[src/rtl/core/lsf_pkg.sv]
// Shared types, codes and defaults for the LPC synthesis filter unit.
// No dependencies; imported by every module of the block.
`timescale 1ns / 1ps

package lsf_pkg;

  localparam int ORDER_DEF     = 16;  // predictor order
  localparam int COEF_FRAC_DEF = 12;  // fraction bits of a coefficient

  localparam int SAMPLE_W = 16;
  localparam int COEF_W   = 16;
  localparam int CIDX_W   = 4;

  // Kind of an input transfer.
  localparam logic ACT_LOAD   = 1'b0;
  localparam logic ACT_FILTER = 1'b1;

  typedef enum logic [1:0] {
    ST_IDLE,
    ST_MAC,
    ST_ROUND,
    ST_EMIT
  } lsf_state_t;

  // Controller to datapath.
  typedef struct packed {
    logic load;   // write one coefficient
    logic start;  // latch excitation, clear accumulator, maybe clear history
    logic mac;    // one multiply-accumulate step
    logic round;  // negate and round the sum
    logic emit;   // saturate, write output register, push history
  } lsf_cmd_t;

  // Datapath to controller.
  typedef struct packed {
    logic mac_done;  // last product is being accumulated
    logic out_free;  // output register can take a result this cycle
  } lsf_sts_t;

endpackage

[src/rtl/core/lsf_ctrl.sv]
// Sequencer for the LPC synthesis filter unit: accept, MAC sweep, round, emit.
// Depends on lsf_pkg.
`timescale 1ns / 1ps

module lsf_ctrl (
  input  logic              clk,
  input  logic              rst_n,
  input  logic              in_tvalid,
  output logic              in_tready,
  input  logic              action,
  input  lsf_pkg::lsf_sts_t sts,
  output lsf_pkg::lsf_cmd_t cmd
);
  import lsf_pkg::*;

  lsf_state_t state_r, state_nxt;

  always_ff @(posedge clk) begin
    if (!rst_n) begin
      state_r <= ST_IDLE;
    end else begin
      state_r <= state_nxt;
    end
  end

  // Next state
  always_comb begin
    state_nxt = state_r;
    unique case (state_r)
      ST_IDLE: begin
        if (in_tvalid && action == ACT_FILTER) state_nxt = ST_MAC;
      end
      ST_MAC: begin
        if (sts.mac_done) state_nxt = ST_ROUND;
      end
      ST_ROUND: state_nxt = ST_EMIT;
      ST_EMIT: begin
        if (sts.out_free) state_nxt = ST_IDLE;
      end
      default: state_nxt = ST_IDLE;
    endcase
  end

  // Outputs
  always_comb begin
    cmd       = '0;
    in_tready = 1'b0;
    unique case (state_r)
      ST_IDLE: begin
        in_tready = 1'b1;
        cmd.load  = in_tvalid && action == ACT_LOAD;
        cmd.start = in_tvalid && action == ACT_FILTER;
      end
      ST_MAC:   cmd.mac = 1'b1;
      ST_ROUND: cmd.round = 1'b1;
      ST_EMIT:  cmd.emit = sts.out_free;
      default:  cmd = '0;
    endcase
  end

  a_cmd_onehot: assert property (@(posedge clk) disable iff (!rst_n)
    $onehot0({cmd.load, cmd.start, cmd.mac, cmd.round, cmd.emit}))
    else $error("more than one datapath command at once");

  a_emit_free: assert property (@(posedge clk) disable iff (!rst_n)
    cmd.emit |-> sts.out_free)
    else $error("emit while output register is occupied");

  a_start_mac: assert property (@(posedge clk) disable iff (!rst_n)
    cmd.start |=> (state_r == ST_MAC) && !in_tready)
    else $error("filter transfer did not start the MAC sweep");

endmodule

[src/rtl/core/lsf_dp.sv]
// Datapath of the LPC synthesis filter unit: coefficient and history registers,
// shared multiplier, accumulator, rounding, saturation, output register. Uses lsf_pkg.
`timescale 1ns / 1ps

module lsf_dp #(
  parameter int ORDER     = lsf_pkg::ORDER_DEF,
  parameter int COEF_FRAC = lsf_pkg::COEF_FRAC_DEF
) (
  input  logic                                clk,
  input  logic                                rst_n,
  input  lsf_pkg::lsf_cmd_t                   cmd,
  output lsf_pkg::lsf_sts_t                   sts,
  input  logic        [lsf_pkg::CIDX_W-1:0]   coef_index,
  input  logic signed [lsf_pkg::COEF_W-1:0]   coef_value,
  input  logic signed [lsf_pkg::SAMPLE_W-1:0] excitation,
  input  logic                                frame_start,
  output logic                                out_tvalid,
  input  logic                                out_tready,
  output logic signed [lsf_pkg::SAMPLE_W-1:0] out_sample,
  output logic                                out_clipped
);
  import lsf_pkg::*;

  localparam int IDX_W  = (ORDER > 1) ? $clog2(ORDER) : 1;
  localparam int CNT_W  = $clog2(ORDER + 1);
  localparam int CI_W   = (IDX_W > CIDX_W) ? IDX_W : CIDX_W;
  localparam int PROD_W = COEF_W + SAMPLE_W;
  localparam int ACC_W  = PROD_W + 1 + $clog2(ORDER);
  localparam int RND_W  = ACC_W + 1 - COEF_FRAC;
  localparam int TOT_W  = RND_W + 1;

  localparam logic signed [ACC_W:0]   HALF    = (ACC_W + 1)'(1) << (COEF_FRAC - 1);
  localparam logic signed [TOT_W-1:0] SAT_MAX = TOT_W'(32767);
  localparam logic signed [TOT_W-1:0] SAT_MIN = TOT_W'(-32768);

  logic signed [COEF_W-1:0]   coef_r [ORDER];
  logic signed [SAMPLE_W-1:0] hist_r [ORDER];
  logic signed [COEF_W-1:0]   coef_nxt [ORDER];
  logic signed [SAMPLE_W-1:0] hist_nxt [ORDER];

  logic [CNT_W-1:0]           cnt_r, cnt_nxt;
  logic                       prod_vld_r, prod_vld_nxt;
  logic signed [PROD_W-1:0]   prod_r, prod_nxt;
  logic signed [ACC_W-1:0]    acc_r, acc_nxt;
  logic signed [RND_W-1:0]    rnd_r, rnd_nxt;
  logic signed [SAMPLE_W-1:0] exc_r, exc_nxt;
  logic                       out_vld_r, out_vld_nxt;
  logic signed [SAMPLE_W-1:0] samp_r, samp_nxt;
  logic                       clip_r, clip_nxt;

  logic [CI_W-1:0]            cidx_ext;
  logic [IDX_W-1:0]           tap;
  logic                       tap_ok;
  logic signed [COEF_W-1:0]   tap_coef;
  logic signed [SAMPLE_W-1:0] tap_hist;
  logic signed [ACC_W:0]      neg_acc;
  logic signed [TOT_W-1:0]    total;
  logic signed [SAMPLE_W-1:0] y;
  logic                       clip;

  assign cidx_ext = CI_W'(coef_index);
  assign tap      = cnt_r[IDX_W-1:0];
  assign tap_ok   = cnt_r < CNT_W'(ORDER);
  assign tap_coef = tap_ok ? coef_r[tap] : '0;
  assign tap_hist = tap_ok ? hist_r[tap] : '0;

  // -acc + half, floor shift by the fraction bits (ties toward plus infinity)
  assign neg_acc = HALF - {acc_r[ACC_W-1], acc_r};

  always_comb begin
    total = {rnd_r[RND_W-1], rnd_r} + TOT_W'(exc_r);
    clip  = 1'b0;
    y     = total[SAMPLE_W-1:0];
    if (total > SAT_MAX) begin
      y    = SAMPLE_W'(32767);
      clip = 1'b1;
    end else if (total < SAT_MIN) begin
      y    = SAMPLE_W'(-32768);
      clip = 1'b1;
    end
  end

  always_comb begin
    coef_nxt     = coef_r;
    hist_nxt     = hist_r;
    cnt_nxt      = cnt_r;
    prod_vld_nxt = prod_vld_r;
    prod_nxt     = prod_r;
    acc_nxt      = acc_r;
    rnd_nxt      = rnd_r;
    exc_nxt      = exc_r;
    samp_nxt     = samp_r;
    clip_nxt     = clip_r;
    out_vld_nxt  = out_vld_r && !out_tready;

    if (cmd.load) begin
      for (int i = 0; i < ORDER; i++) begin
        if (cidx_ext == CI_W'(i)) coef_nxt[i] = coef_value;
      end
    end

    if (cmd.start) begin
      exc_nxt      = excitation;
      cnt_nxt      = '0;
      acc_nxt      = '0;
      prod_vld_nxt = 1'b0;
      if (frame_start) begin
        for (int i = 0; i < ORDER; i++) hist_nxt[i] = '0;
      end
    end

    // product registered, then accumulated in the following cycle
    if (cmd.mac) begin
      prod_nxt     = PROD_W'(tap_coef * tap_hist);
      prod_vld_nxt = tap_ok;
      if (tap_ok) cnt_nxt = cnt_r + CNT_W'(1);
      if (prod_vld_r) acc_nxt = acc_r + ACC_W'(prod_r);
    end

    if (cmd.round) rnd_nxt = neg_acc[ACC_W:COEF_FRAC];

    if (cmd.emit) begin
      samp_nxt    = y;
      clip_nxt    = clip;
      out_vld_nxt = 1'b1;
      for (int i = ORDER - 1; i > 0; i--) hist_nxt[i] = hist_r[i-1];
      hist_nxt[0] = y;
    end
  end

  always_ff @(posedge clk) begin
    if (!rst_n) begin
      for (int i = 0; i < ORDER; i++) begin
        coef_r[i] <= '0;
        hist_r[i] <= '0;
      end
      cnt_r      <= '0;
      prod_vld_r <= 1'b0;
      out_vld_r  <= 1'b0;
    end else begin
      coef_r     <= coef_nxt;
      hist_r     <= hist_nxt;
      cnt_r      <= cnt_nxt;
      prod_vld_r <= prod_vld_nxt;
      out_vld_r  <= out_vld_nxt;
    end
  end

  always_ff @(posedge clk) begin
    prod_r <= prod_nxt;
    acc_r  <= acc_nxt;
    rnd_r  <= rnd_nxt;
    exc_r  <= exc_nxt;
    samp_r <= samp_nxt;
    clip_r <= clip_nxt;
  end

  assign sts.mac_done = cmd.mac && (cnt_r == CNT_W'(ORDER));
  assign sts.out_free = !out_vld_r || out_tready;

  assign out_tvalid  = out_vld_r;
  assign out_sample  = samp_r;
  assign out_clipped = clip_r;

  a_round_drained: assert property (@(posedge clk) disable iff (!rst_n)
    cmd.round |-> !prod_vld_r && cnt_r == CNT_W'(ORDER))
    else $error("rounding before the last product was accumulated");

  a_frame_clear: assert property (@(posedge clk) disable iff (!rst_n)
    (cmd.start && frame_start) |=> hist_r[0] == '0 && hist_r[ORDER-1] == '0)
    else $error("frame start did not clear the output history");

  a_emit_push: assert property (@(posedge clk) disable iff (!rst_n)
    cmd.emit |=> out_vld_r && hist_r[0] == samp_r)
    else $error("emitted sample not pushed into history");

endmodule

[src/rtl/core/lpc_synthesis_filter_unit.sv]
// Top level of the order-16 all-pole LPC synthesis filter.
// Instantiates lsf_ctrl (sequencer) and lsf_dp (datapath); uses lsf_pkg.
`timescale 1ns / 1ps

// Usage
//   Input stream (in_*): in_tuser[0] selects the kind of transfer.
//     Load transfer: writes in_tdata coef_value into coefficient slot coef_index
//     (ignored if the index is not below ORDER). Produces no output.
//     Filter transfer: filters the excitation sample. in_tuser[1] marks the
//     first sample of a frame; the output history counts as zero for it.
//   Output stream (out_*): one transfer per filter transfer, carrying the
//     saturated sample in out_tdata and the clip flag in out_tuser.
//   Timing: a load is written at the accepting edge. A filter transfer runs
//     the MAC sweep on the single shared 16x16 multiplier and accumulator
//     (one tap per cycle, then a drain of the product register), then the
//     rounding step and the saturation/emit step, after which out_tvalid
//     rises. in_tready is high only in idle, which follows the emit cycle,
//     so a new filter transfer is accepted only after the previous sample
//     has been emitted.
//   Stall: the result sits in an output register; the next item is accepted
//     while it waits. A following result holds in the emit step until the
//     register is taken.
//   Reset (rst_n low, synchronous): coefficients and history clear to zero,
//     output channel empties, sequencer returns to idle.

module lpc_synthesis_filter_unit #(
  parameter int ORDER     = lsf_pkg::ORDER_DEF,
  parameter int COEF_FRAC = lsf_pkg::COEF_FRAC_DEF
) (
  input  logic        clk,
  input  logic        rst_n,
  input  logic        in_tvalid,
  output logic        in_tready,
  input  logic [39:0] in_tdata,   // [3:0] coef_index, [19:4] coef_value,
                                  // [35:20] excitation, [39:36] zero
  input  logic [1:0]  in_tuser,   // [0] action, [1] frame_start
  output logic        out_tvalid,
  input  logic        out_tready,
  output logic [15:0] out_tdata,  // [15:0] sample
  output logic        out_tuser   // [0] clipped
);
  import lsf_pkg::*;

  lsf_cmd_t cmd;
  lsf_sts_t sts;

  logic        [CIDX_W-1:0]   coef_index;
  logic signed [COEF_W-1:0]   coef_value;
  logic signed [SAMPLE_W-1:0] excitation;
  logic signed [SAMPLE_W-1:0] sample;

  // Field unpacking of the input transfer
  assign coef_index = in_tdata[3:0];
  assign coef_value = in_tdata[19:4];
  assign excitation = in_tdata[35:20];

  lsf_ctrl u_ctrl (
    .clk       (clk),
    .rst_n     (rst_n),
    .in_tvalid (in_tvalid),
    .in_tready (in_tready),
    .action    (in_tuser[0]),
    .sts       (sts),
    .cmd       (cmd)
  );

  lsf_dp #(
    .ORDER     (ORDER),
    .COEF_FRAC (COEF_FRAC)
  ) u_dp (
    .clk         (clk),
    .rst_n       (rst_n),
    .cmd         (cmd),
    .sts         (sts),
    .coef_index  (coef_index),
    .coef_value  (coef_value),
    .excitation  (excitation),
    .frame_start (in_tuser[1]),
    .out_tvalid  (out_tvalid),
    .out_tready  (out_tready),
    .out_sample  (sample),
    .out_clipped (out_tuser)
  );

  assign out_tdata = sample;

endmodule
[config.mk]
export PLATFORM = sky130hd
export DESIGN_NAME = lpc_synthesis_filter_unit
export DESIGN_NICKNAME = d
export VERILOG_FILES = /design/src/rtl/core/lsf_pkg.sv /design/src/rtl/core/lsf_ctrl.sv /design/src/rtl/core/lsf_dp.sv /design/src/rtl/core/lpc_synthesis_filter_unit.sv
export SDC_FILE = /design/constraint.sdc
export NUM_CORES = 2
export LEC_CHECK = 0
export BUFFER_PORTS_ARGS = -buffer_cell sky130_fd_sc_hd__buf_2
export CAP_MARGIN = 25
export CORE_MARGIN = 3
export CORE_UTILIZATION = 25
export DETAILED_ROUTE_END_ITERATION = 12
export SETUP_SLACK_MARGIN = 0.05
export SYNTH_ARGS = -nofsm -noshare
export SYNTH_HDL_FRONTEND = slang
export SYNTH_SLANG_ARGS = --single-unit
[constraint.sdc]
create_clock -name clk -period 12.4 [get_ports clk]
set_input_delay 0.62 -clock clk [delete_from_list [all_inputs] [get_ports clk]]
set_output_delay 0.62 -clock clk [all_outputs]
set_load 0.02 [all_outputs]
==> impl.org <==
** Power and ir drop
- Summing internal, switching and leakage power gives roughly 6.5 mW.
- Clock Power Share :: between 30% and 40%
- In this run the static leakage power is between 15 and 20 nW.
- Share of total power in sequential cells :: roughly 39%
- Switching portion of total power :: approximately a third
- Internal power comes to around 4.3 mW.
- IR analysis of the VDD net gives a maximum drop of roughly 0.13 mV.
- For this design the ratio of total power to cell area is 143 nW/um2.
- Per report_power, the combinational group accounts for 28.5% of the total.
- Switching power :: between 2 and 2.5 mW

** Synthesis
- Number of synthesized flops with an enable pin :: 91
- Counting every net in the synthesized netlist gives roughly 4700.
- Area share of and/or/nand/nor cells after synthesis :: approximately 16%
- Adder and majority gate portion of the synthesized area :: between 15 and 20%
- Post-synthesis share of cell area spent on xor and xnor gates :: roughly 2.4%
- After synthesis the cells add up to between 40000 and 50000 um2.
- A synthesized cell averages between 9 and 10 um2.
- After synthesis, the largest family of logic cells by area is adder cells.
- Summing the sequential cell areas from Yosys gives approximately 34% of the chip area.
- Synthesis instantiated 82 different standard cells from the library.
- Yosys printed 0 warnings.
- Cell count after synthesis :: 4230
- Multiplexer cells account for under 10% of the synthesized area.
- Primary FF master, synth :: sky130_fd_sc_hd__dfxtp_1
- Compound-gate portion of the synthesized area :: 14.9%
- In the synthesized netlist the async set-or-reset flop fraction comes to 0%.
- Counting flops and latches in the post-synthesis netlist gives approximately 650.

** Run status
- Run status :: complete, no violations

** STA
- Tightest Pin Transition :: 1070 ps
- Highest clock frequency the design can meet :: between 100 and 150 MHz
- The number of endpoints with negative hold slack in the final report came to 0.
- Unrepaired setup endpoints after global routing :: false
- Post-Route Skew :: between 20 and 30 ps
- Setup violations remaining at the end of the flow were counted as 0.
- The worst pin sits at a relative slew slack of about 28%.
- The number of pins exceeding their max-slew limit in the final report came to 0.
- Post-route clock period utilization :: about 78%
- Final critical path time including I/O delays and setup :: 9690 ps
- Setup total negative slack on the finished layout was measured at 0 ps.

** Finish
- # fillers :: between 15000 and 20000
- Fraction of layout cells with a size suffix above 1 :: 10.5%
- Final layout net count :: 4597
- Summing all non-filler instances in the final layout gives an area of roughly 45000 um2.
- From synthesis to final layout, the design area changed by 11.8%.
- Non-filler cells, final :: 6350
- At the end of the flow the core is filled with cells to roughly 28%.

** Worst setup path
- Slowest cell on the critical path :: sky130_fd_sc_hd__dfxtp_4
- In this run the critical register-to-register path is launched from u_dp.cnt_r[0].
- Setup slack of the most critical reg-to-reg path :: 2710 ps
- Along the worst path, the maximum fanout reaches 33.
- Crit Path Category :: reg -> reg
- The number of buffers and inverters on the critical path is 5.
- STA classifies the critical path endpoint as a flop.
- Max stage delay on crit path :: roughly 780 ps
- STA puts the critical path data required time at between 10000 and 15000 ps.
- The cell that appears most often on the critical path is sky130_fd_sc_hd__fa_1.
- STA puts the critical path data arrival time at ~10000 ps.
- The worst setup path is launched from a flop.
- Tracing the worst setup path back leads to its startpoint at u_dp.cnt_r[0].
- Dominant delay contributor by cell family on the critical path :: adder cells

** Clocking
- The later pin in the worst-skew pair is clocked with a latency of ~660 ps.
- Htree depth :: 3
- The clock passes through at most 3 buffers.
- CTS Buf Count :: between 60 and 70
- CTS saw 649 sinks.
- Buffers added to address setup during post-CTS repair amount to 0.
- Clock-pin slew on the worst setup and hold paths :: about 60 ps
- The root buffer cell chosen for the clock tree is sky130_fd_sc_hd__clkbuf_16.
- Post-CTS sizing :: 0
- Post-CTS Hold Buffers :: 0
- CTS tree :: yes

** Place
- Detailed placer's ending HPWL :: 71000 um
- Count of port buffers added during placement :: 60
- Placed instance area :: 43000 um2
- Placed insts :: about 6200
- At the end of routability-driven placement, the weighted congestion stood at between 0.9 and 1.

** Global route
- The via count of the first global-routing pass came to slightly below 30000.
- Entering global routing, the biggest net connects between 150 and 200 pins.
- The number of antenna violations at the first check in global routing came to 6.
- After global routing the overflow that remains totals 0.
- Across every metal layer, demand over resource in global routing totals 12.0%.
- Wire length of the first global-routing pass :: roughly 160000 um

** Routing
- Wires add up to approximately 100000 um.
- Before antenna repair, the detailed router went through 6 iterations.
- Number of DRC violations after detailed routing :: 0
- Dividing the detail-routed via count by the number of cells gives about 4.6.
- After the first detailed-routing iteration, the DRC count stood at 2527.
- Number of nets still failing antenna checks after routing :: 0
- Mean routed wirelength per cell :: approximately 16 um
- Vias :: 29373

** Floorplanning
- The floorplan has approximately 150 rows.
- Die Footprint :: around 170000 um2
- Effective utilization at floorplan :: between 20% and 30%
- between 60 and 70 I/O pins were placed.
- Area of the core :: between 150000 and 200000 um2
- The die is between 400 and 500 um tall.
- Die boundary width :: 409 um

** Min path
- The path class of the tightest hold or removal check is in -> reg.
- Startpoint of the tightest hold check path :: in_tdata[21]

** Flow run
- Max-cap violations in this run came to 0.
synth_stat cells (all sizes together), types with 5 or more instances:
cell     count  area share [%]
clkbuf     222             2.1
a31oi        8            0.14
nand3       51            0.63
a21o        39            0.72
and4         7            0.15
a22oi      241             4.5
a211o       11            0.24
nor4b        5            0.18
or4          6            0.11
o21ai      109             1.3
a21oi       89             1.1
nor4         6           0.092
a22o         9            0.19
fa         265              13
xnor2       66             1.4
nand4       12            0.18
or3          6           0.096
dfxtp      558              28
nor2b      270             4.2
mux2i       21            0.52
ha         149             4.6
buf         51            0.62
o21bai      12            0.23
edfxtp      91             6.7
and2        20            0.31
mux4       143             7.9
mux2        17            0.47
nand2b      49            0.77
and3         8            0.12
o21a        21            0.39
a2111oi      6            0.15
or2         22            0.34
a21boi     261             4.8
xor2        43            0.93
a211oi      13            0.24
nor3        29            0.37
nand3b       5           0.092
nor2       222             2.1
inv        339             3.1
nand2      686             6.3
power groups by stage:
stage	Combinational (mW)	Sequential (mW)	Clock, mW
after global placement	1.80	2.57	0
after CTS	1.85	2.52	2.17
after floorplan	1.47	2.49	0
final	1.85	2.52	2.11
after detailed placement	1.84	2.57	0
after global routing	2.06	2.54	2.26
worst paths after layout:
kind                          end  cells past startpoint
hold / removal      u_dp.exc_r[1]                      1
setup / recovery  u_dp.prod_r[31]                     27
setup reg to reg  u_dp.prod_r[31]                     27
hold reg to reg   u_dp.coef_r[71]                      2
sequential cells by signal, indices dropped and copies added, names as in the netlist:
| register | count |
|---|---|
| u_dp.coef_r | 256 |
| u_dp.out_sample | 16 |
| u_dp.out_clipped | 1 |
| u_dp.prod_vld_r | 1 |
| u_dp.acc_r | 37 |
| u_ctrl.state_r | 2 |
| u_dp.hist_r | 256 |
| u_dp.out_tvalid | 1 |
| u_dp.exc_r | 16 |
| u_dp.rnd_r | 26 |
| u_dp.cnt_r | 5 |
| u_dp.prod_r | 32 |
cell families (layout without fill, tap and decap cells):
family	Yosys count	in the layout
compound gates	856	856
flops	649	649
buf+inv	612	569
other cells	0	3
fa+ha+maj	414	414
simple gates	1409	1409
mux	181	181
xor+xnor	109	109
cells in the final DEF, fill, tap and decap left out, drive strengths merged, types with 43 or more instances in the layout:
| cell type | Yosys | layout |
|---|---|---|
| a21boi | 261 | 261 |
| a21oi | 89 | 89 |
| a22oi | 241 | 241 |
| buf | 51 | 110 |
| clkbuf | 222 | 95 |
| dfxtp | 558 | 558 |
| edfxtp | 91 | 91 |
| fa | 265 | 265 |
| ha | 149 | 149 |
| inv | 339 | 347 |
| mux4 | 143 | 143 |
| nand2 | 686 | 686 |
| nand2b | 49 | 49 |
| nand3 | 51 | 51 |
| nor2 | 222 | 222 |
| nor2b | 270 | 270 |
| o21ai | 109 | 109 |
| xnor2 | 66 | 66 |
| xor2 | 43 | 43 |
layer usage:
layer / part of all wire (%) / GRT usage, %
met1: 48 / 17.1
met3: 6.4 / 2.67
met2: 44 / 18.3
met4: 2.1 / 3.07
met5: 0.044 / 0
area by class of cell:
type                       count  area, um2  share of cell area, %
tap                         2160       2700                   5.96
clock inverter                25        340                  0.750
timing repair buffer         110        782                   1.72
multi-input combinational   2969      24400                   53.8
inverter                     339       1270                   2.80
clock buffer                  95       1950                   4.30
antenna                        3       7.51                 0.0165
sequential                   649      13900                   30.7
stage by stage:
stage,setup WS [ps],hold WS [ps]
2_1_floorplan,3560,440
3_3_place_gp,2770,448
3_5_place_dp,2780,458
4_1_cts,2750,87.9
5_1_grt,2250,109
6_report,2710,141
No activity file was read; power rests on OpenSTA's default activity.
